**config.mk**
```make
export PLATFORM = sky130hd
export DESIGN_NAME = sensorless_six_step_commutator_flat
export DESIGN_NICKNAME = d
export VERILOG_FILES = /design/src/design/ssc_pkg.sv /design/src/design/ssc_sample_if.sv /design/src/design/ssc_result_if.sv /design/src/design/sensorless_six_step_commutator.sv /design/src/flat_wrapper.sv
export SDC_FILE = /design/constraint.sdc
export NUM_CORES = 1
export LEC_CHECK = 0
export BUFFER_PORTS_ARGS = -buffer_cell sky130_fd_sc_hd__buf_2
export CORE_MARGIN = 2
export CORE_UTILIZATION = 40
export CTS_BUF_LIST = sky130_fd_sc_hd__clkbuf_16
export CTS_CLUSTER_DIAMETER = 120
export DETAILED_ROUTE_END_ITERATION = 16
export GPL_TIMING_DRIVEN = 1
export HOLD_SLACK_MARGIN = 0.1
export PLACE_DENSITY = 0.6
export SLEW_MARGIN = 20
export SYNTH_ARGS = -nofsm -noshare
export SYNTH_HDL_FRONTEND = slang
export SYNTH_SLANG_ARGS = --single-unit
export TNS_END_PERCENT = 20
```
**constraint.sdc**
```tcl
create_clock -name clk_i -period 6.2 [get_ports clk_i]
set_input_delay 0 -clock clk_i [delete_from_list [all_inputs] [get_ports clk_i]]
set_output_delay 0 -clock clk_i [all_outputs]
set_load 0.01 [all_outputs]
```
**src/design/ssc_pkg.sv**
```systemverilog
// ----------------------------------------------------------------------------
// ssc_pkg: shared types and constants of the six-step commutator
// Phase roles per step, stage codes, register indexes and reset values.
// ----------------------------------------------------------------------------
package ssc_pkg;

  localparam int unsigned SampleW = 12;
  localparam int unsigned FillW   = 16;
  localparam int unsigned RunW    = 4;
  localparam int unsigned SumW    = 17;
  localparam int unsigned StepW   = 3;
  localparam int unsigned CodeW   = 3;
  localparam int unsigned CfgIdxW = 3;
  localparam int unsigned CfgDatW = 16;

  typedef logic [SampleW-1:0] sample_t;
  typedef logic [StepW-1:0]   step_t;

  typedef enum logic [1:0] {
    STAGE_CHECK = 2'd0,
    STAGE_CROSS = 2'd1,
    STAGE_DELAY = 2'd2
  } stage_e;

  typedef enum logic [1:0] {
    PH_U = 2'd0,
    PH_V = 2'd1,
    PH_W = 2'd2
  } phase_e;

  typedef enum logic [CfgIdxW-1:0] {
    REG_HIGH_MIN  = 3'd0,
    REG_LOW_MAX   = 3'd1,
    REG_ZC_LEVEL  = 3'd2,
    REG_FILL      = 3'd3,
    REG_RUN_LEN   = 3'd4
  } cfg_reg_e;

  typedef struct packed {
    phase_e flt_ph;
    phase_e hi_ph;
    phase_e lo_ph;
  } roles_t;

  localparam sample_t       HIGH_MIN_RST = 12'd2457;
  localparam sample_t       LOW_MAX_RST  = 12'd1638;
  localparam sample_t       ZC_LEVEL_RST = 12'd2047;
  localparam logic [15:0]   FILL_RST     = 16'd10000;
  localparam logic [3:0]    RUN_LEN_RST  = 4'd3;
  localparam sample_t       PREV_RST     = 12'd2047;
  localparam logic [3:0]    RUN_MAX      = 4'd15;
  localparam step_t         STEP_FIRST   = 3'd0;
  localparam step_t         STEP_LAST    = 3'd5;

  // Floating, high and low phase for each commutation step.
  function automatic roles_t step_roles(step_t step);
    roles_t r;
    case (step)
      3'd0:    r = '{flt_ph: PH_U, hi_ph: PH_W, lo_ph: PH_V};
      3'd1:    r = '{flt_ph: PH_W, hi_ph: PH_U, lo_ph: PH_V};
      3'd2:    r = '{flt_ph: PH_V, hi_ph: PH_U, lo_ph: PH_W};
      3'd3:    r = '{flt_ph: PH_U, hi_ph: PH_V, lo_ph: PH_W};
      3'd4:    r = '{flt_ph: PH_W, hi_ph: PH_V, lo_ph: PH_U};
      3'd5:    r = '{flt_ph: PH_V, hi_ph: PH_W, lo_ph: PH_U};
      default: r = '{flt_ph: PH_U, hi_ph: PH_W, lo_ph: PH_V};
    endcase
    return r;
  endfunction

  function automatic sample_t pick_phase(phase_e p, sample_t u, sample_t v, sample_t w);
    sample_t s;
    case (p)
      PH_U:    s = u;
      PH_V:    s = v;
      PH_W:    s = w;
      default: s = u;
    endcase
    return s;
  endfunction

endpackage

```
**src/design/ssc_sample_if.sv**
```systemverilog
// ----------------------------------------------------------------------------
// ssc_sample_if: phase sample channel
// Valid/ready channel carrying one U/V/W converter sample triple per word.
// ----------------------------------------------------------------------------
interface ssc_sample_if;
  import ssc_pkg::*;

  logic    valid;
  logic    ready;
  sample_t sample_u;
  sample_t sample_v;
  sample_t sample_w;

  modport source (output valid, output sample_u, output sample_v, output sample_w,
                  input ready);
  modport sink   (input valid, input sample_u, input sample_v, input sample_w,
                  output ready);
endinterface

```
**src/design/ssc_result_if.sv**
```systemverilog
// ----------------------------------------------------------------------------
// ssc_result_if: commutation result channel
// Valid/ready channel carrying drive code, commutation flag and stage per word.
// ----------------------------------------------------------------------------
interface ssc_result_if;
  import ssc_pkg::*;

  logic             valid;
  logic             ready;
  logic [CodeW-1:0] drive_code;
  logic             commutated;
  logic [1:0]       stage_now;

  modport source (output valid, output drive_code, output commutated, output stage_now,
                  input ready);
  modport sink   (input valid, input drive_code, input commutated, input stage_now,
                  output ready);
endinterface

```
**src/design/sensorless_six_step_commutator.sv**
```systemverilog
// Path: a sample word passes the input register, then the result register.
// Throughput: one sample word per cycle unless the result side stalls;
//   all per-sample work is a single pass of compare and 17-bit add logic
//   between the input and result registers.
// Reset (async, active low): step 0, checking stage, previous float 2047,
//   counters cleared, thresholds back to their default values.
// ----------------------------------------------------------------------------
// sensorless_six_step_commutator: back-EMF zero-crossing six-step commutation
// Per sample: check the floating phase slope, wait for the mid-level
// crossing, integrate the floating phase as a delay, then advance the step.
// ----------------------------------------------------------------------------
module sensorless_six_step_commutator (
  input  logic                          clk_i,
  input  logic                          rst_ni,
  input  logic                          cfg_we_i,
  input  logic [ssc_pkg::CfgIdxW-1:0]   cfg_addr_i,
  input  logic [ssc_pkg::CfgDatW-1:0]   cfg_wdata_i,
  ssc_sample_if.sink                    sample_i,
  ssc_result_if.source                  result_o
);
  import ssc_pkg::*;

  // Configuration registers
  sample_t      high_min_q, low_max_q, zc_level_q;
  logic [15:0]  fill_q;
  logic [3:0]   run_len_q;

  // Input register
  logic         in_valid_q;
  sample_t      u_q, v_q, w_q;

  // Commutation state
  step_t        step_q, step_d;
  stage_e       stage_q, stage_d;
  sample_t      prev_q, prev_d;
  logic [3:0]   cnt_q, cnt_d;
  logic [SumW-1:0] sum_q, sum_d;

  // Result register
  logic             out_valid_q;
  logic [CodeW-1:0] drive_code_q, drive_code_d;
  logic             commutated_q;
  stage_e           stage_now_q;

  // Datapath
  roles_t       roles;
  sample_t      f, h, l;
  logic         falling;
  logic         in_check, band_ok, slope_ok, run_met, go_check;
  logic         cross_en, cross_ok, delay_en, delay_done, advance;
  logic [3:0]   cnt_inc;
  logic [SumW-1:0] sum_add;
  logic         out_adv, fire;

  // Configuration writes; indexes beyond the register list are dropped.
  always_ff @(posedge clk_i or negedge rst_ni) begin
    if (!rst_ni) begin
      high_min_q <= HIGH_MIN_RST;
      low_max_q  <= LOW_MAX_RST;
      zc_level_q <= ZC_LEVEL_RST;
      fill_q     <= FILL_RST;
      run_len_q  <= RUN_LEN_RST;
    end else if (cfg_we_i) begin
      case (cfg_addr_i)
        REG_HIGH_MIN: high_min_q <= cfg_wdata_i[SampleW-1:0];
        REG_LOW_MAX:  low_max_q  <= cfg_wdata_i[SampleW-1:0];
        REG_ZC_LEVEL: zc_level_q <= cfg_wdata_i[SampleW-1:0];
        REG_FILL:     fill_q     <= cfg_wdata_i[FillW-1:0];
        REG_RUN_LEN:  run_len_q  <= cfg_wdata_i[RunW-1:0];
        default: ;
      endcase
    end
  end

  // The result register frees up when empty or when its word is taken.
  // The input register moves on whenever the result register can load.
  assign out_adv        = !out_valid_q || result_o.ready;
  assign fire           = in_valid_q && out_adv;
  assign sample_i.ready = !in_valid_q || out_adv;

  always_ff @(posedge clk_i or negedge rst_ni) begin
    if (!rst_ni) begin
      in_valid_q <= 1'b0;
    end else if (sample_i.ready) begin
      in_valid_q <= sample_i.valid;
    end
  end

  always_ff @(posedge clk_i) begin
    if (sample_i.valid && sample_i.ready) begin
      u_q <= sample_i.sample_u;
      v_q <= sample_i.sample_v;
      w_q <= sample_i.sample_w;
    end
  end

  // Pick the floating, high and low phases for the current step.
  assign roles   = step_roles(step_q);
  assign f       = pick_phase(roles.flt_ph, u_q, v_q, w_q);
  assign h       = pick_phase(roles.hi_ph,  u_q, v_q, w_q);
  assign l       = pick_phase(roles.lo_ph,  u_q, v_q, w_q);
  // Odd steps expect a falling floating phase, even steps a rising one.
  assign falling = step_q[0];

  // Slope check: both driven phases inside their bands, floating phase
  // moving strictly in the expected direction.
  assign in_check = (stage_q != STAGE_CROSS) && (stage_q != STAGE_DELAY);
  assign band_ok  = (h > high_min_q) && (l < low_max_q);
  assign slope_ok = falling ? (f < prev_q) : (f > prev_q);
  assign cnt_inc  = (cnt_q < RUN_MAX) ? cnt_q + 4'd1 : cnt_q;
  assign run_met  = cnt_inc >= run_len_q;
  assign go_check = in_check && band_ok && slope_ok && run_met;

  // Crossing and delay fall through in the same sample once reached.
  assign cross_en   = in_check ? go_check : (stage_q == STAGE_CROSS);
  assign cross_ok   = falling ? (f < zc_level_q) : (f > zc_level_q);
  assign delay_en   = (cross_en && cross_ok) || (stage_q == STAGE_DELAY);
  assign sum_add    = sum_q + {{(SumW-SampleW){1'b0}}, f};
  assign delay_done = sum_add >= {{(SumW-FillW){1'b0}}, fill_q};
  assign advance    = delay_en && delay_done;

  always_comb begin
    cnt_d  = cnt_q;
    prev_d = prev_q;
    sum_d  = sum_q;
    step_d = step_q;
    if (in_check) begin
      prev_d = f;
      if (band_ok) begin
        if (!slope_ok || run_met) begin
          cnt_d = '0;
        end else begin
          cnt_d = cnt_inc;
        end
      end
    end
    if (delay_en) begin
      sum_d = delay_done ? '0 : sum_add;
    end
    if (advance) begin
      step_d = (step_q == STEP_LAST) ? STEP_FIRST : step_q + 3'd1;
    end
  end

  always_comb begin
    if (advance) begin
      stage_d = STAGE_CHECK;
    end else if (delay_en) begin
      stage_d = STAGE_DELAY;
    end else if (cross_en) begin
      stage_d = STAGE_CROSS;
    end else begin
      stage_d = STAGE_CHECK;
    end
  end

  assign drive_code_d = step_d + 3'd1;

  // Advance the commutation state once per processed sample word.
  always_ff @(posedge clk_i or negedge rst_ni) begin
    if (!rst_ni) begin
      step_q  <= STEP_FIRST;
      stage_q <= STAGE_CHECK;
      prev_q  <= PREV_RST;
      cnt_q   <= '0;
      sum_q   <= '0;
    end else if (fire) begin
      step_q  <= step_d;
      stage_q <= stage_d;
      prev_q  <= prev_d;
      cnt_q   <= cnt_d;
      sum_q   <= sum_d;
    end
  end

  // Result register: hold while the sink stalls.
  always_ff @(posedge clk_i or negedge rst_ni) begin
    if (!rst_ni) begin
      out_valid_q <= 1'b0;
    end else if (out_adv) begin
      out_valid_q <= in_valid_q;
    end
  end

  always_ff @(posedge clk_i) begin
    if (fire) begin
      drive_code_q <= drive_code_d;
      commutated_q <= advance;
      stage_now_q  <= stage_d;
    end
  end

  assign result_o.valid      = out_valid_q;
  assign result_o.drive_code = drive_code_q;
  assign result_o.commutated = commutated_q;
  assign result_o.stage_now  = stage_now_q;

  // A shown word always carries a drive code of 1 to 6.
  a_code_range: assert property (@(posedge clk_i) disable iff (!rst_ni)
    out_valid_q |-> (drive_code_q >= 3'd1) && (drive_code_q <= 3'd6))
    else $error("drive code out of range");

  // A commutation always returns the sequence to slope checking.
  a_comm_stage: assert property (@(posedge clk_i) disable iff (!rst_ni)
    (out_valid_q && commutated_q) |-> (stage_now_q == STAGE_CHECK))
    else $error("commutation without return to checking");

  // The step only moves when a processed word commutates.
  a_step_hold: assert property (@(posedge clk_i) disable iff (!rst_ni)
    !(fire && advance) |=> $stable(step_q))
    else $error("step changed without commutation");

  // A partial delay sum only exists inside the delay stage.
  a_sum_stage: assert property (@(posedge clk_i) disable iff (!rst_ni)
    (sum_q != '0) |-> (stage_q == STAGE_DELAY))
    else $error("delay sum left outside the delay stage");

endmodule

```
**src/flat_wrapper.sv**
```systemverilog
// flat-port wrapper written by rule: the top's interface ports become plain ports
module sensorless_six_step_commutator_flat import ssc_pkg::*;
  (clk_i, rst_ni, cfg_we_i, cfg_addr_i, cfg_wdata_i, sample_i_valid, sample_i_sample_u, sample_i_sample_v, sample_i_sample_w, sample_i_ready, result_o_valid, result_o_drive_code, result_o_commutated, result_o_stage_now, result_o_ready);
  ssc_sample_if sample_i_i ();
  ssc_result_if result_o_i ();
  input  logic clk_i;
  input  logic rst_ni;
  input  logic cfg_we_i;
  input  logic [ssc_pkg::CfgIdxW-1:0] cfg_addr_i;
  input  logic [ssc_pkg::CfgDatW-1:0] cfg_wdata_i;
  input wire logic [$bits(sample_i_i.valid)-1:0] sample_i_valid;
  input wire logic [$bits(sample_i_i.sample_u)-1:0] sample_i_sample_u;
  input wire logic [$bits(sample_i_i.sample_v)-1:0] sample_i_sample_v;
  input wire logic [$bits(sample_i_i.sample_w)-1:0] sample_i_sample_w;
  output wire logic [$bits(sample_i_i.ready)-1:0] sample_i_ready;
  output wire logic [$bits(result_o_i.valid)-1:0] result_o_valid;
  output wire logic [$bits(result_o_i.drive_code)-1:0] result_o_drive_code;
  output wire logic [$bits(result_o_i.commutated)-1:0] result_o_commutated;
  output wire logic [$bits(result_o_i.stage_now)-1:0] result_o_stage_now;
  input wire logic [$bits(result_o_i.ready)-1:0] result_o_ready;
  assign sample_i_i.valid = sample_i_valid;
  assign sample_i_i.sample_u = sample_i_sample_u;
  assign sample_i_i.sample_v = sample_i_sample_v;
  assign sample_i_i.sample_w = sample_i_sample_w;
  assign sample_i_ready = sample_i_i.ready;
  assign result_o_valid = result_o_i.valid;
  assign result_o_drive_code = result_o_i.drive_code;
  assign result_o_commutated = result_o_i.commutated;
  assign result_o_stage_now = result_o_i.stage_now;
  assign result_o_i.ready = result_o_ready;
  sensorless_six_step_commutator u_core (.clk_i(clk_i), .rst_ni(rst_ni), .cfg_we_i(cfg_we_i), .cfg_addr_i(cfg_addr_i), .cfg_wdata_i(cfg_wdata_i), .sample_i(sample_i_i), .result_o(result_o_i));
endmodule
```
# ---- Word-level counts from Yosys, hierarchy flattened
# Cells that the tools add are included.
dict set report totals {
  regBits 138
  inputBits 60
  out_inout_bits 8
  elab_cells 90
}
dict set report op_classes {
  addsub 4
  magnitude_cmp 9
  eq_ne 19
  mux 15
  reduce_logical 25
}
# op count
set op_table {}
lappend op_table {{$pmux 12 s2} 3}
lappend op_table {{$gt 12x12->1} 3}
lappend op_table {{$lt 12x12->1} 3}
lappend op_table {{$pmux 6 s5} 1}
lappend op_table {{$add 17x12->17} 1}
lappend op_table {{$ge 17x16->1} 1}
lappend op_table {{$mux 17} 1}
lappend op_table {{$reduce_and 2->1} 7}
lappend op_table {{$eq 3x2->1 const B} 4}
lappend op_table {{$eq 3x3->1 const B} 3}
lappend op_table {{$logic_and 1x1->1} 9}
lappend op_table {{$eq 2x1->1 const B} 4}
lappend op_table {{$eq 2x2->1 const B} 4}
lappend op_table {{$mux 4} 2}
lappend op_table {{$add 3x1->3 const B} 2}
lappend op_table {{$eq 3x1->1 const B} 2}
lappend op_table {{$mux 3} 2}
lappend op_table {{$add 4x1->4 const B} 1}
lappend op_table {{$ge 4x4->1} 1}
lappend op_table {{$logic_or 1x1->1} 4}
lappend op_table {{$lt 4x4->1 const B} 1}
lappend op_table {{$mux 1} 4}
lappend op_table {{$mux 2} 2}
lappend op_table {{$logic_not 1->1} 3}
lappend op_table {{4 further kinds} 4}

# ---- Longest topological paths before layout
# Gate-level depths: netlist of run 1.
dict set report logic_depth {
  ltp_word 15
  depth_mapped 31
  depth_no_buf 28
}

# ---- Worst setup path after synthesis of run 1
# OpenSTA, ideal clock, no wires.
dict set report synth_timing {
  kind {register to register}
  from {register u_core.step_q[0]}
  to {register u_core.drive_code_q[1] (netlist: u_core.result_o.drive_code[1]) (data pin)}
  setup_time_ns 0.146
  t_arrival_ns 5.537
  slack_ns 0.517
  path_stages_with_launch 26
  path_buffers 3
  period_less_slack_ns 5.683
  cell_sequence {dfrtp_1 > clkbuf_1 > buf_1 > xor2_1 > nand2_1 > ha_1 > clkbuf_1 > nor2_1 > a21oi_1 > inv_1 > ha_1 > a21o_1 > a21oi_1 > o21ai_0 > a21o_1 > nand3_1 > a21boi_0 > o311ai_0 > xnor2_1 > ha_1 > o2111a_1 > o21ai_0 > and3_1 > nor3_4 > mux2_1 > a21oi_1}
}
dict set report synth_between {
  elab_cells_between_ends 37
  cone_classes {add/sub: 3; order compare: 7; eq/ne: 11; mux: 9; reduce/logical: 7}
}
# item line_no
set synth_lines {}
lappend synth_lines {{from (decl)} sensorless_six_step_commutator.sv:33} ;# step_t step_q, step_d;
lappend synth_lines {{from (signal assigned)} sensorless_six_step_commutator.sv:168} ;# step_q <= step_d;
lappend synth_lines {{$eq 3x3->1 (tied with other cells)} ssc_pkg.sv:58} ;# case (step)
lappend synth_lines {{$pmux 6 s5 *} ssc_pkg.sv:58}
lappend synth_lines {{$eq 2x2->1 / $eq 2x1->1 (equally long branches)} ssc_pkg.sv:72} ;# case (p)
lappend synth_lines {{$pmux 12 s2 *} ssc_pkg.sv:72}
lappend synth_lines {{via u_core.f[1]} sensorless_six_step_commutator.sv:47} ;# sample_t f, h, l;
lappend synth_lines {{branches (longest 7 deep; another with $add 17x12->17)} -}
lappend synth_lines {{$logic_and 1x1->1 *} sensorless_six_step_commutator.sv:120} ;# assign advance = delay_en && delay_done;
lappend synth_lines {{via u_core.advance} sensorless_six_step_commutator.sv:50} ;# logic cross_en, cross_ok, delay_en, delay_done, advance;
lappend synth_lines {{$mux 3 *} sensorless_six_step_commutator.sv:140} ;# if (advance) begin
lappend synth_lines {{$add 3x1->3 *} sensorless_six_step_commutator.sv:157} ;# assign drive_code_d = step_d + 3'd1;
lappend synth_lines {{via u_core.drive_code_d[1]} sensorless_six_step_commutator.sv:41} ;# logic [CodeW-1:0] drive_code_q, drive_code_d;
lappend synth_lines {{to (signal assigned)} sensorless_six_step_commutator.sv:187} ;# drive_code_q <= drive_code_d;
lappend synth_lines {{to (decl)} sensorless_six_step_commutator.sv:41}
# Mark *: on every way through the listed nets, which the timed path passes.
# A chain may end at the register's enable or synchronous reset.

# ---- Worst setup path in the final report of run 1
dict set report layout_timing {
  from {register u_core.step_q[1]}
  to {register u_core.drive_code_q[1] (netlist: u_core.result_o.drive_code[1]) (data pin)}
}
# Same word-level chain as after synthesis.

==> results of run 1 <==
## layer usage
metal  up-vias  part of all wire (%)
met5         -                     0
met4         0                   2.2
met3        24                   3.3
met2       117                    48
met1      3092                    47
li1       3273                     -
## report_power, final
part           total (mW)  switching, mW  internal, mW
Clock                1.10          0.417         0.682
Sequential           1.27         0.0901          1.18
Combinational        2.23           1.27         0.960
Total                4.59           1.77          2.82
## registers in the layout, indices dropped and copies added, names as in the netlist, 3 cells and up
name and count:
u_core.fill_q 16, u_core.low_max_q 12, u_core.w_q 12, u_core.cnt_q 4, u_core.step_q 3, u_core.run_len_q 4
u_core.prev_q 12, u_core.v_q 12, u_core.zc_level_q 12, u_core.result_o.drive_code 3, u_core.sum_q 17, u_core.u_q 12
u_core.high_min_q 12
## cells by family (layout without fill, tap and decap cells)
group,count (synthesis),after routing
flops,138,138
xor+xnor,17,17
simple gates,214,214
mux,37,37
fa+ha+maj,88,88
compound gates,219,219
buf+inv,121,274
## stage by stage
stage | power (mW) | std cells | hold WS [ns] | setup WS, ns
floorplan | 2.87 | 834 | -0.296 | 0.517
global placement | 3.43 | 1163 | 0.0774 | 0.176
detailed placement | 3.46 | 1163 | 0.0730 | 0.0913
CTS | 4.62 | 1257 | 0.175 | 0.0657
global route | 5.00 | 1257 | 0.216 | 0.0289
finish | 4.59 | 1257 | 0.138 | 0.528
## final cells by class
class / count / area share, %
clock inverter: 15 / 2.07
sequential: 138 / 35.9
timing repair buffer: 151 / 10.9
tap: 270 / 3.27
multi-input combinational: 575 / 40.4
clock buffer: 17 / 4.11
inverter: 91 / 3.33
## repair_timing
item                                   CTS  global route
endpoints found under the hold margin  141             0
setup endpoints to repair                0            25
hold buffers                            62             0
resized for setup                        0            11
## worst min-delay path by stage
stage	cells after the start	end	startpoint	slack, ns
6_report	2	u_core.fill_q[7]	rst_ni	0.14
5_1_grt	2	u_core.fill_q[7]	rst_ni	0.22
4_1_cts	2	u_core.fill_q[7]	rst_ni	0.18
3_5_place_dp	1	u_core.fill_q[7]	rst_ni	0.07
3_3_place_gp	1	u_core.fill_q[7]	rst_ni	0.08
2_1_floorplan	0	u_core.cnt_q[0]	rst_ni	-0.30
## cell usage in the layout (no fill, tap or decap), types with 4 or more instances in the layout
cell type      instances
nand2_1              101
inv_1                 91
ha_1                  86
o21ai_0               70
buf_2                 66
dlygate4sd3_1         62
dfrtp_1               53
edfxtp_1              42
dfstp_2               41
a21oi_1               33
mux2_2                32
nor2_1                29
a22oi_1               25
buf_4                 23
clkbuf_16             17
a21o_1                14
nand3_1               14
o21ai_1               13
xnor2_1               13
a222oi_1              11
nor3_1                10
nor2b_1               10
nand2b_1               9
nand4_1                9
and2_1                 6
and3_1                 4
a21boi_0               4
xor2_1                 4
o21bai_1               4
a211oi_1               4
bufinv_16              4
==> results.md, run 1 <==
- DRC: 0
- Top-area cell type share of the netlist area: about 16%
- Area growth syn-to-layout: 23.7%
- Vias post-DR: 6,506
- Post-synth top area cell: dfrtp_1
- Worst r2r path cells: 20
- Worst-path maximum fanout: 12
- Critical Path Source: u_core.step_q[1]
- Rows: 52
- Area of the mapped netlist: 8360 sq um
- Multi-input gate area: 4180 sq um
- Max frequency: 176 MHz
- XOR/XNOR share of the synthesized area: 1.78%
- WP depth: 20
- Critical path's slowest cell: o21ai_0
- Setup Viol. Count Final: 0
- Die height: 149 um
- Vias per cell: 5.18
- Main synth FF type: dfrtp_1
- Postcts setup bufs: 0
- Worst path arrival time: 5.95 ns
- Worst Max-Slew Pin Slew: 1.11 ns
- Worst Setup EP: u_core.result_o.drive_code[1]
- Final core utilization: between 50% and 60%
- Pre-antenna DRT Iters: 6
- First-pass GRT wire length: 33.1 mm
- N_diodes: 0
- R2R setup slack: roughly 0.53 ns
- Skew final: 0.0102 ns
- CTS tree: done
- CP required: 6.48 ns
- FF-to-FF Start: u_core.step_q[1]
- I/O Buffers: 67
- Antenna Nets Post-Route: 0
- Final period util: 91.5%
- Count of cell types in the netlist: 72
- Final Wtd Congestion: 0.862
- Num Clock Sinks: 138
- First DRT Iteration DRCs: 280
- Hold Fails Final Rpt: 0
- Routed WL per cell: 15.7 um
- Fin crit period: between 5 and 6 ns
- Total Neg Setup Slack: 0 ns
- Largest net degree at the start of global routing: 50
- Syn nets: 982
- Delay-heaviest family, CP: compound AO/OA/AOI/OAI gates
- Antenna violations before repair: 0
- Worst path max stage delay: 0.66 ns
- Maxcap violations: 0
- Most common cell in the netlist: nand2_1
- Post-Synthesis Cells: 834
- Async set-or-reset flop fraction in the synthesized netlist: 69.6%
- Static Leak: about 4.7 nW
- Sequential cell area: approximately 3700 sq um
- Post-route cell area: about 10,000 sq um
- Boundary Pins: 68
- Layout fillers: 1,800
- Clock Tree Buf Depth: 2
- Dpl hpwl: 14.6 mm
- Compound-Gate Fraction of Synth Area: between 15 and 20%
- Worst-path clk slew: 0.06 ns
- GRT Util Overall: 19.1%
- Start-to-end type of the worst setup path: flip-flop to flip-flop
- GR peak layer: met2
- Routed WL: slightly below 20 mm
- Buffers plus inverters on the worst setup path: 2
- Slew HR: 25.1%
- Synth cell count leaders: 101 x nand2_1, 90 x inv_1, 87 x ha_1
- Met3 Resource Use GR: 3.56%
- Status: finished clean
- Fraction of the mapped netlist area in simple logic gates: 12.2%
- Worst r2r dst: u_core.result_o.drive_code[1]
- Die ar.: 22,100 sq um
- Met1 usage: 24.3%
- Share of layout cells above drive strength 1: 22.0%
- Nets@finish: between 1,000 and 1,500
- Worst setup EP type: flip-flop
- Total gr overflow: 0
- PD cells: 444 nW/um^2
- Post-synth EDFFs: 42
- Placed cell areas: slightly above 9000 sq um
- Synth top area cells: dfrtp_1 16%, edfxtp_1 15%, ha_1 13%, dfstp_2 13%, nand2_1 4.5%
- Ys Warns: 0
- Synth Register Bits: 138
- VDD IR max: 0.264 mV
- Crit-path cells: inv_4 -> or3_1 -> nand2_1 -> ha_1 -> a22oi_1 -> o21ai_0 -> ha_1 -> and3_1 -> a221oi_1 -> a21boi_0 -> o311ai_0 -> buf_4 -> xnor2_1 -> ha_1 -> o2111a_1 -> o21ai_1 -> and3_2 -> nor3_4 -> mux2_1 -> a21oi_1
- RSZ-0062 raised after global routing: false
- Core area: 20,400 sq um
- Largest family of logic cells by synthesized area: compound AO/OA/AOI/OAI gates
- Initial Util: 41.1%
- Inserted Clock Buffers: 17
- Hold WC Path Type: input port to async pin
- Sequential fraction of the synthesis area: 44.4%
- Worst path most repeated cell: ha_1
- Die X: 149 um
- H-tree levels: 4
- Vias in the first global route: 6,631
- Post-synthesis mux area share: approximately 5.0%
- Slew Viols, Final: 0
- Syn avg cell area: 10.0 sq um
- Global Route met2 Usage: approximately a third
- Critical Path Start Type: flip-flop
- Latest clock arrival within the worst-skew pair: 0.42 ns
- Root buffer cell: clkbuf_16
- Synth Area in Adders: approximately an eighth
Power figures use the tool's default switching activity.
==> inputs of run 2 (changes only) <==
==> constraint.sdc (replaced) <==
create_clock -name clk_i -period 6.7 [get_ports clk_i]
set_input_delay 0 -clock clk_i [delete_from_list [all_inputs] [get_ports clk_i]]
set_output_delay 0 -clock clk_i [all_outputs]
set_load 0.01 [all_outputs]
==> run 2 against run 1 <==
Clock skew is 0.0017 ns higher; final cell count fell by 0.48%; via count fell by 1.1%; critical endpoint unchanged; largest cell class unchanged; highest routed layer unchanged.
==> results.md, run 2 (synthesized netlist as in run 1, its figures left out) <==
- Inserted Clock Buffers: 17 (unchanged)
- Status: finished clean
- First-pass GRT wire length: 33.3 mm (+0.61%)
- Top flop regs: u_core.sum_q (17), u_core.fill_q (16)
- N_diodes: 0 (unchanged)
- Maxcap violations: 0 (unchanged)
- First DRT Iteration DRCs: 363 (+30%)
- Core area: 20,400 sq um (unchanged)
- Routed WL: 19.8 mm (+0.68%)
- Initial Util: 41.1% (unchanged)
- Antenna violations before repair: 0 (unchanged)
- Worst path arrival time: 6.42 ns (+0.47 ns)
- CTS tree: done
- Setup Viol. Count Final: 0 (unchanged)
- Sw frac: 40.1% (+1.5 points)
- Slew HR: 24.4% (-0.71 points)
- Largest net degree at the start of global routing: 52 (+4.0%)
- DRC: 0 (unchanged)
- Root buffer cell: clkbuf_16
- Vias post-DR: 6,432 (-1.1%)
- Num Clock Sinks: 138 (unchanged)
- Final core utilization: 50.2% (-0.57 points)
- Nets@finish: 1,116 (-0.53%)
- CP required: 6.98 ns (+0.50 ns)
- Clock Power Share: 22.6% (-1.3 points)
- Worst setup EP type: flip-flop
- Register with the most flip-flops: u_core.sum_q
- Dpl cells: 1,158 (-0.43%)
- Layout fillers: 1,832 (+1.8%)
- Hold Fails Final Rpt: 0 (unchanged)
- Internal: 2.48 mW (-12%)
- Critical Path Start Type: flip-flop
- Vias per cell: 5.14 (-0.66%)
- H-tree levels: 4 (unchanged)
- Final Wtd Congestion: 0.821 (-4.8%)
- Share of layout cells above drive strength 1: 21.2% (-0.78 points)
- Antenna Nets Post-Route: 0 (unchanged)
- Commonest non-fill, non-tap cell in the layout: nand2_1
- Boundary Pins: 68 (unchanged)
- Hold WC Path Type: input port to async pin
- Die X: 149 um (unchanged)
- Static Leak: 4.61 nW (-1.1%)
- Most frequent cells in the layout: 101 x nand2_1, 90 x inv_1, 87 x ha_1
- Max frequency: 163 MHz (-7.5%)
- Rows: 52 (unchanged)
- Final period util: 91.6% (about the same)
- GRT Util Overall: 19.2% (+0.12 points)
- Die height: 149 um (unchanged)
- RSZ-0062 raised after global routing: false
- Switching power: 1.66 mW (-6.4%)
- Routed WL per cell: 15.9 um (+1.2%)
- Pre-antenna DRT Iters: 5 (-1)
- Dpl hpwl: 14.5 mm (-0.97%)
- Non-filler cells, final: 1,251 (-0.48%)
- Latest clock arrival within the worst-skew pair: 0.43 ns (about the same)
- Area growth syn-to-layout: 22.3%
- Worst-path clk slew: 0.07 ns (about the same)
- Die ar.: 22,100 sq um (unchanged)
- Clock Tree Buf Depth: 2 (unchanged)
- Number of flip-flops under the largest register name: 17 (unchanged)
- Combinational power share: 49.0% (+0.5 points)
- Total Neg Setup Slack: 0 ns (unchanged)
- Worst Max-Slew Pin Slew: 1.13 ns (+0.0192 ns)
- Worst-path maximum fanout: 12 (unchanged)
- PD cells: 405 nW/um^2 (-8.8%)
- Fin crit period: 6.13 ns (+0.462 ns)
- Register share of total power: 28.4% (+0.8 points)
- Start-to-end type of the worst setup path: flip-flop to flip-flop
- Slew Viols, Final: 0 (unchanged)
- Vias in the first global route: 6,596 (-0.53%)
- Skew final: 0.0119 ns (+0.00169 ns)
- VDD IR max: 0.251 mV (-5.2%)
- Total gr overflow: 0 (unchanged)
- I/O Buffers: 67 (unchanged)
-- run 2: changes by cell type in the layout (fill, tap and decap cells not counted), moves of 2 or more --
| cell | change |
|---|---|
| dfrtp_2 | -2 |
| bufinv_16 | -3 |
| inv_6 | +2 |
| o21ai_1 | -3 |
| buf_4 | -5 |
| o21ai_0 | +3 |
| dfrtp_1 | +2 |
-- run 2: power groups by stage --
stage,clock network [mW],registers [mW],logic (mW)
3_5_place_dp,0,1.19,1.99
6_report,0.936,1.18,2.03
3_3_place_gp,0,1.19,1.97
4_1_cts,0.958,1.18,2.03
2_1_floorplan,0,1.17,1.49
5_1_grt,0.998,1.20,2.33
-- run 2: timing repair --
action	CTS	global route
hold buffers	61	0
resized for setup	0	2
buffers inserted	0	0
endpoints found under the hold margin	144	0
setup endpoints to repair	0	12
-- run 2: path summary, 6_finish.rpt --
path | cells past startpoint | startpoint | slack, ns | to
max | 23 | u_core.step_q[1] | 0.57 | u_core.result_o.drive_code[1]
min | 2 | rst_ni | 0.15 | u_core.fill_q[6]
max reg2reg | 23 | u_core.step_q[1] | 0.57 | u_core.result_o.drive_code[1]
min reg2reg | 2 | u_core.prev_q[1] | 0.49 | u_core.prev_q[1]
max in group asynchronous | 3 | rst_ni | 5.48 | u_core.low_max_q[0]
min in group clk_i | 2 | sample_i_sample_u[5] | 0.26 | u_core.u_q[5]
-- run 2: worst max-delay path: stages (launching register included) --
cell and delay, ns:
dfrtp_1 0.53, inv_4 0.09, or3_1 0.38, nand2_1 0.10, ha_1 0.45, a22oi_1 0.12
o21ai_0 0.68, ha_1 0.40, or2_2 0.28, a21oi_1 0.20, a21oi_1 0.09, a21oi_1 0.25
o21bai_1 0.09, a21oi_1 0.19, xnor2_1 0.17, ha_1 0.28, and3_1 0.18, a211oi_1 0.21
o21ai_0 0.11, o21ai_0 0.23, and3_1 0.38, nor3_4 0.13, mux2_1 0.33, a21oi_1 0.11
-- run 2: layout make-up --
type,instances,area (sq um),area share [%]
clock buffer,17,425,4.16
inverter,91,344,3.36
multi-input combinational,575,4180,40.8
timing repair buffer,145,1080,10.5
tap,270,338,3.30
clock inverter,15,154,1.50
sequential,138,3710,36.3
-- run 2: metrics by stage --
| stage | power, mW | area [sq um] | setup WS, ns | hold slack, ns |
|---|---|---|---|---|
| after CTS | 4.17 | 10200 | 0.471 | 0.179 |
| final | 4.14 | 10200 | 0.565 | 0.147 |
| after global routing | 4.53 | 10200 | 0.0102 | 0.207 |
| after detailed placement | 3.18 | 9030 | 0.512 | 0.0890 |
| after global placement | 3.15 | 9020 | 0.555 | 0.0920 |
| after floorplan | 2.65 | 8360 | 1.02 | -0.296 |
-- run 2: routing by layer --
metal,track usage [%],vias to the layer above,routed length (um)
met4,6.38,0,405
met5,0,-,0
met1,24.5,3033,9320
li1,-,3255,-
met3,4.17,24,610
met2,32.6,120,9510
==> inputs of run 3 (changes only) <==
--- a/config.mk
+++ b/config.mk
@@ -5,6 +5,7 @@
 export SDC_FILE = /design/constraint.sdc
 export NUM_CORES = 1
 export LEC_CHECK = 0
+export ABC_AREA = 1
 export BUFFER_PORTS_ARGS = -buffer_cell sky130_fd_sc_hd__buf_2
 export CORE_MARGIN = 2
 export CORE_UTILIZATION = 40
==> run 3 against run 2 <==
Sequential share of layout area rose by 0.076 points; worst setup slack gained 0.10 ns; largest cell class unchanged; non-clock buffer count down 17; clock-buffer cell count stayed put; flip-flop and latch count did not move; hold slack got worse by 0.048 ns; critical path depth increased by 13; critical path type unchanged; die area increased by 1.2%; utilization down 1.4 points.
==> results.md, run 3 <==
- Status: finished clean
- Postcts setup bufs: 0 (unchanged)
- GR peak layer: met2
- Root buffer cell: clkbuf_16
- Worst Max-Slew Pin Slew: 0.863 ns (-0.271 ns)
- FF-to-FF Start: u_core.step_q[0]
- Die X: 150 um (+0.62%)
- Start-to-end type of the worst setup path: flip-flop to flip-flop
- I/O Buffers: 67 (unchanged)
- Non-filler cells, final: 1,397 (+12%)
- Dpl cells: 1,306 (+13%)
- Post-route cell area: 10,200 sq um (-0.21%)
- Slew Viols, Final: 0 (unchanged)
- Worst r2r dst: u_core.result_o.drive_code[2]
- Routed WL per cell: 15.3 um (-3.4%)
- Hold Fails Final Rpt: 0 (unchanged)
- Top flop regs: u_core.sum_q (17), u_core.fill_q (16)
- Syn nets: 1,135 (+16%)
- Async set-or-reset flop fraction in the synthesized netlist: 69.6% (unchanged)
- Hold path cells: 3
- CTS tree: done
- Ys Warns: 0 (unchanged)
- CP required: 6.88 ns (-0.10 ns)
- Pre-antenna DRT Iters: 6 (+1)
- Main synth FF type: dfrtp_1
- DRC: 0 (unchanged)
- Placed cell areas: 9060 sq um (+0.33%)
- Most frequent cells in the layout: 196 x inv_1, 185 x nand2_1, 121 x o21ai_0
- Worst setup EP type: flip-flop
- Die height: 150 um (+0.62%)
- R2R setup slack: 0.67 ns (+0.10 ns)
- Max frequency: 166 MHz (+1.7%)
- Final period util: 90.0% (-1.6 points)
- Number of flip-flops under the largest register name: 17 (unchanged)
- Final Wtd Congestion: 0.872 (+6.3%)
- RSZ-0062 raised after global routing: false
- Critical path's slowest cell: ha_1
- Antenna Nets Post-Route: 0 (unchanged)
- N_diodes: 0 (unchanged)
- Commonest non-fill, non-tap cell in the layout: inv_1
- Post-synth top area cell: dfrtp_1
- Area of the mapped netlist: 8470 sq um (+1.3%)
- Vias post-DR: 6,902 (+7.3%)
- Met1 usage: 25.8% (+1.3 points)
- Routed WL: 21.4 mm (+7.9%)
- Worst path arrival time: 6.21 ns (-0.21 ns)
- Synth Register Bits: 138 (unchanged)
- Slew HR: 42.4% (+18 points)
- Most common cell in the netlist: inv_1
- Dpl hpwl: 16.0 mm (+11%)
- Register with the most flip-flops: u_core.sum_q
- Top-area cell type share of the netlist area: 16.2% (-0.21 points)
- Vias per cell: 4.94 (-3.9%)
- Maxcap violations: 0 (unchanged)
- Inserted Clock Buffers: 17 (unchanged)
- Worst r2r path cells: 36 (+57%)
- Vias in the first global route: 6,692 (+1.5%)
- Clock Tree Buf Depth: 2 (unchanged)
- Critical Path Start Type: flip-flop
- Fin Hold WS: 0.0992 ns (-0.0477 ns)
- Total gr overflow: 0 (unchanged)
- Largest net degree at the start of global routing: 70 (+35%)
- Worst path max stage delay: 0.57 ns (-0.11 ns)
- Total Neg Setup Slack: 0 ns (unchanged)
- Worst path most repeated cell: nand2_1
- Nets@finish: 1,257 (+13%)
- Area growth syn-to-layout: 20.5%
- H-tree levels: 4 (unchanged)
- First DRT Iteration DRCs: 439 (+21%)
- Setup Viol. Count Final: 0 (unchanged)
- GRT Util Overall: 20.0% (+0.76 points)
- Share of layout cells above drive strength 1: 15.4% (-5.8 points)
- Syn avg cell area: 8.58 sq um (-14%)
- Hold Path End: u_core.run_len_q[1]
- Fin crit period: 6.03 ns (-0.104 ns)
- Post-synth EDFFs: 42 (unchanged)
- Synth top area cells: dfrtp_1 16%, edfxtp_1 15%, ha_1 13%, dfstp_2 13%, inv_1 8.6%
- Die ar.: 22,400 sq um (+1.2%)
- Num Clock Sinks: 138 (unchanged)
- Worst-path clk slew: 0.06 ns (about the same)
- Count of cell types in the netlist: 45 (-38%)
- Boundary Pins: 68 (unchanged)
- Antenna violations before repair: 0 (unchanged)
- Initial Util: 40.6% (-0.52 points)
- Worst-path maximum fanout: 13 (+1)
- Latest clock arrival within the worst-skew pair: 0.43 ns (about the same)
- Post-Synthesis Cells: 987 (+18%)
- Hold WC Path Type: input port to flip-flop
- Rows: 53 (+1.9%)
- Synth cell count leaders: 195 x inv_1, 185 x nand2_1, 122 x o21ai_0
- Sequential fraction of the synthesis area: 43.8% (-0.56 points)
- Layout fillers: 2,002 (+9.3%)
- Worst Hold Launch: cfg_addr_i[2]
- First-pass GRT wire length: 34.5 mm (+3.6%)
- Global Route met2 Usage: 33.9% (+1.4 points)
- Skew final: 0.0105 ns (-0.00138 ns)
- Core area: 20,900 sq um (+2.6%)
- Met3 Resource Use GR: 3.51% (-0.67 points)
==> run 3: changes by cell type in the layout (fill, tap and decap cells not counted), sizes merged, moves of 14 or more <==
cell | previous run | this run
inv | 99 | 206
buf | 84 | 70
mux2 | 35 | 1
o21ai | 83 | 126
a22oi | 25 | 0
nand2 | 102 | 195
a221o | 2 | 23
nand3 | 14 | 47
==> run 3: repair_timing <==
action	CTS	global route
hold buffers	59	0
endpoints found under the setup margin	0	1
hold endpoints to repair	121	0
gates resized for setup	0	1
==> run 3: layer usage <==
metal	vias to the layer above	share of wire (%)
met4	0	2.2
li1	3507	-
met2	158	49
met5	-	0
met1	3209	44
met3	28	4.0
==> run 3: worst max-delay path: cells and delay by family (launching register included) <==
kind	cells	cell delay, ns
flops	1	0.48
buf+inv	5	0.77
simple gates	23	2.14
compound gates	4	1.08
fa+ha+maj	3	1.16
xor+xnor	1	0.18
==> run 3: layout make-up <==
cell class	count	area (sq um)	area share, %
Timing Repair Buffer	128	953	9.34
Inverter	199	747	7.32
Tap cell	275	344	3.37
Sequential cell	138	3710	36.4
Clock inverter	15	116	1.14
Multi-Input combinational cell	625	3910	38.3
Clock buffer	17	425	4.17
==> run 3: logic make-up after synthesis <==
logic type / Yosys count / share of synthesized area (%)
and+or+nand+nor: 299 / 15.1
muxes: 1 / 0.133
AOI/OAI and AO/OA: 224 / 16.4
xor gates and xnor gates: 13 / 1.34
buffers and inverters: 224 / 10.1
adders and majority gates: 88 / 13.1
DFF: 138 / 43.8
==> run 3: how the worst max path moves through the flow <==
stage / from / to / cells after the start / slack (ns)
final: u_core.step_q[0] / u_core.result_o.drive_code[2] / 36 / 0.67
after global routing: u_core.step_q[0] / u_core.result_o.drive_code[2] / 31 / 0.05
after CTS: u_core.step_q[0] / u_core.result_o.drive_code[2] / 32 / 0.60
after detailed placement: u_core.step_q[0] / u_core.result_o.drive_code[2] / 32 / 0.65
after global placement: u_core.step_q[1] / u_core.result_o.drive_code[2] / 31 / 0.86
after floorplan: u_core.step_q[1] / u_core.result_o.drive_code[2] / 31 / 1.83
==> run 3: through the flow <==
step                      setup WS (ns)  util, %
after global placement            0.859     43.4
after detailed placement          0.649     43.4
after floorplan                    1.83        -
after global routing             0.0517     48.9
final                             0.669     48.9
after CTS                         0.605     48.8
Power of run 3 is not shown: default switching activity piles up to over one toggle a cycle in this logic, so the estimate is an artifact.
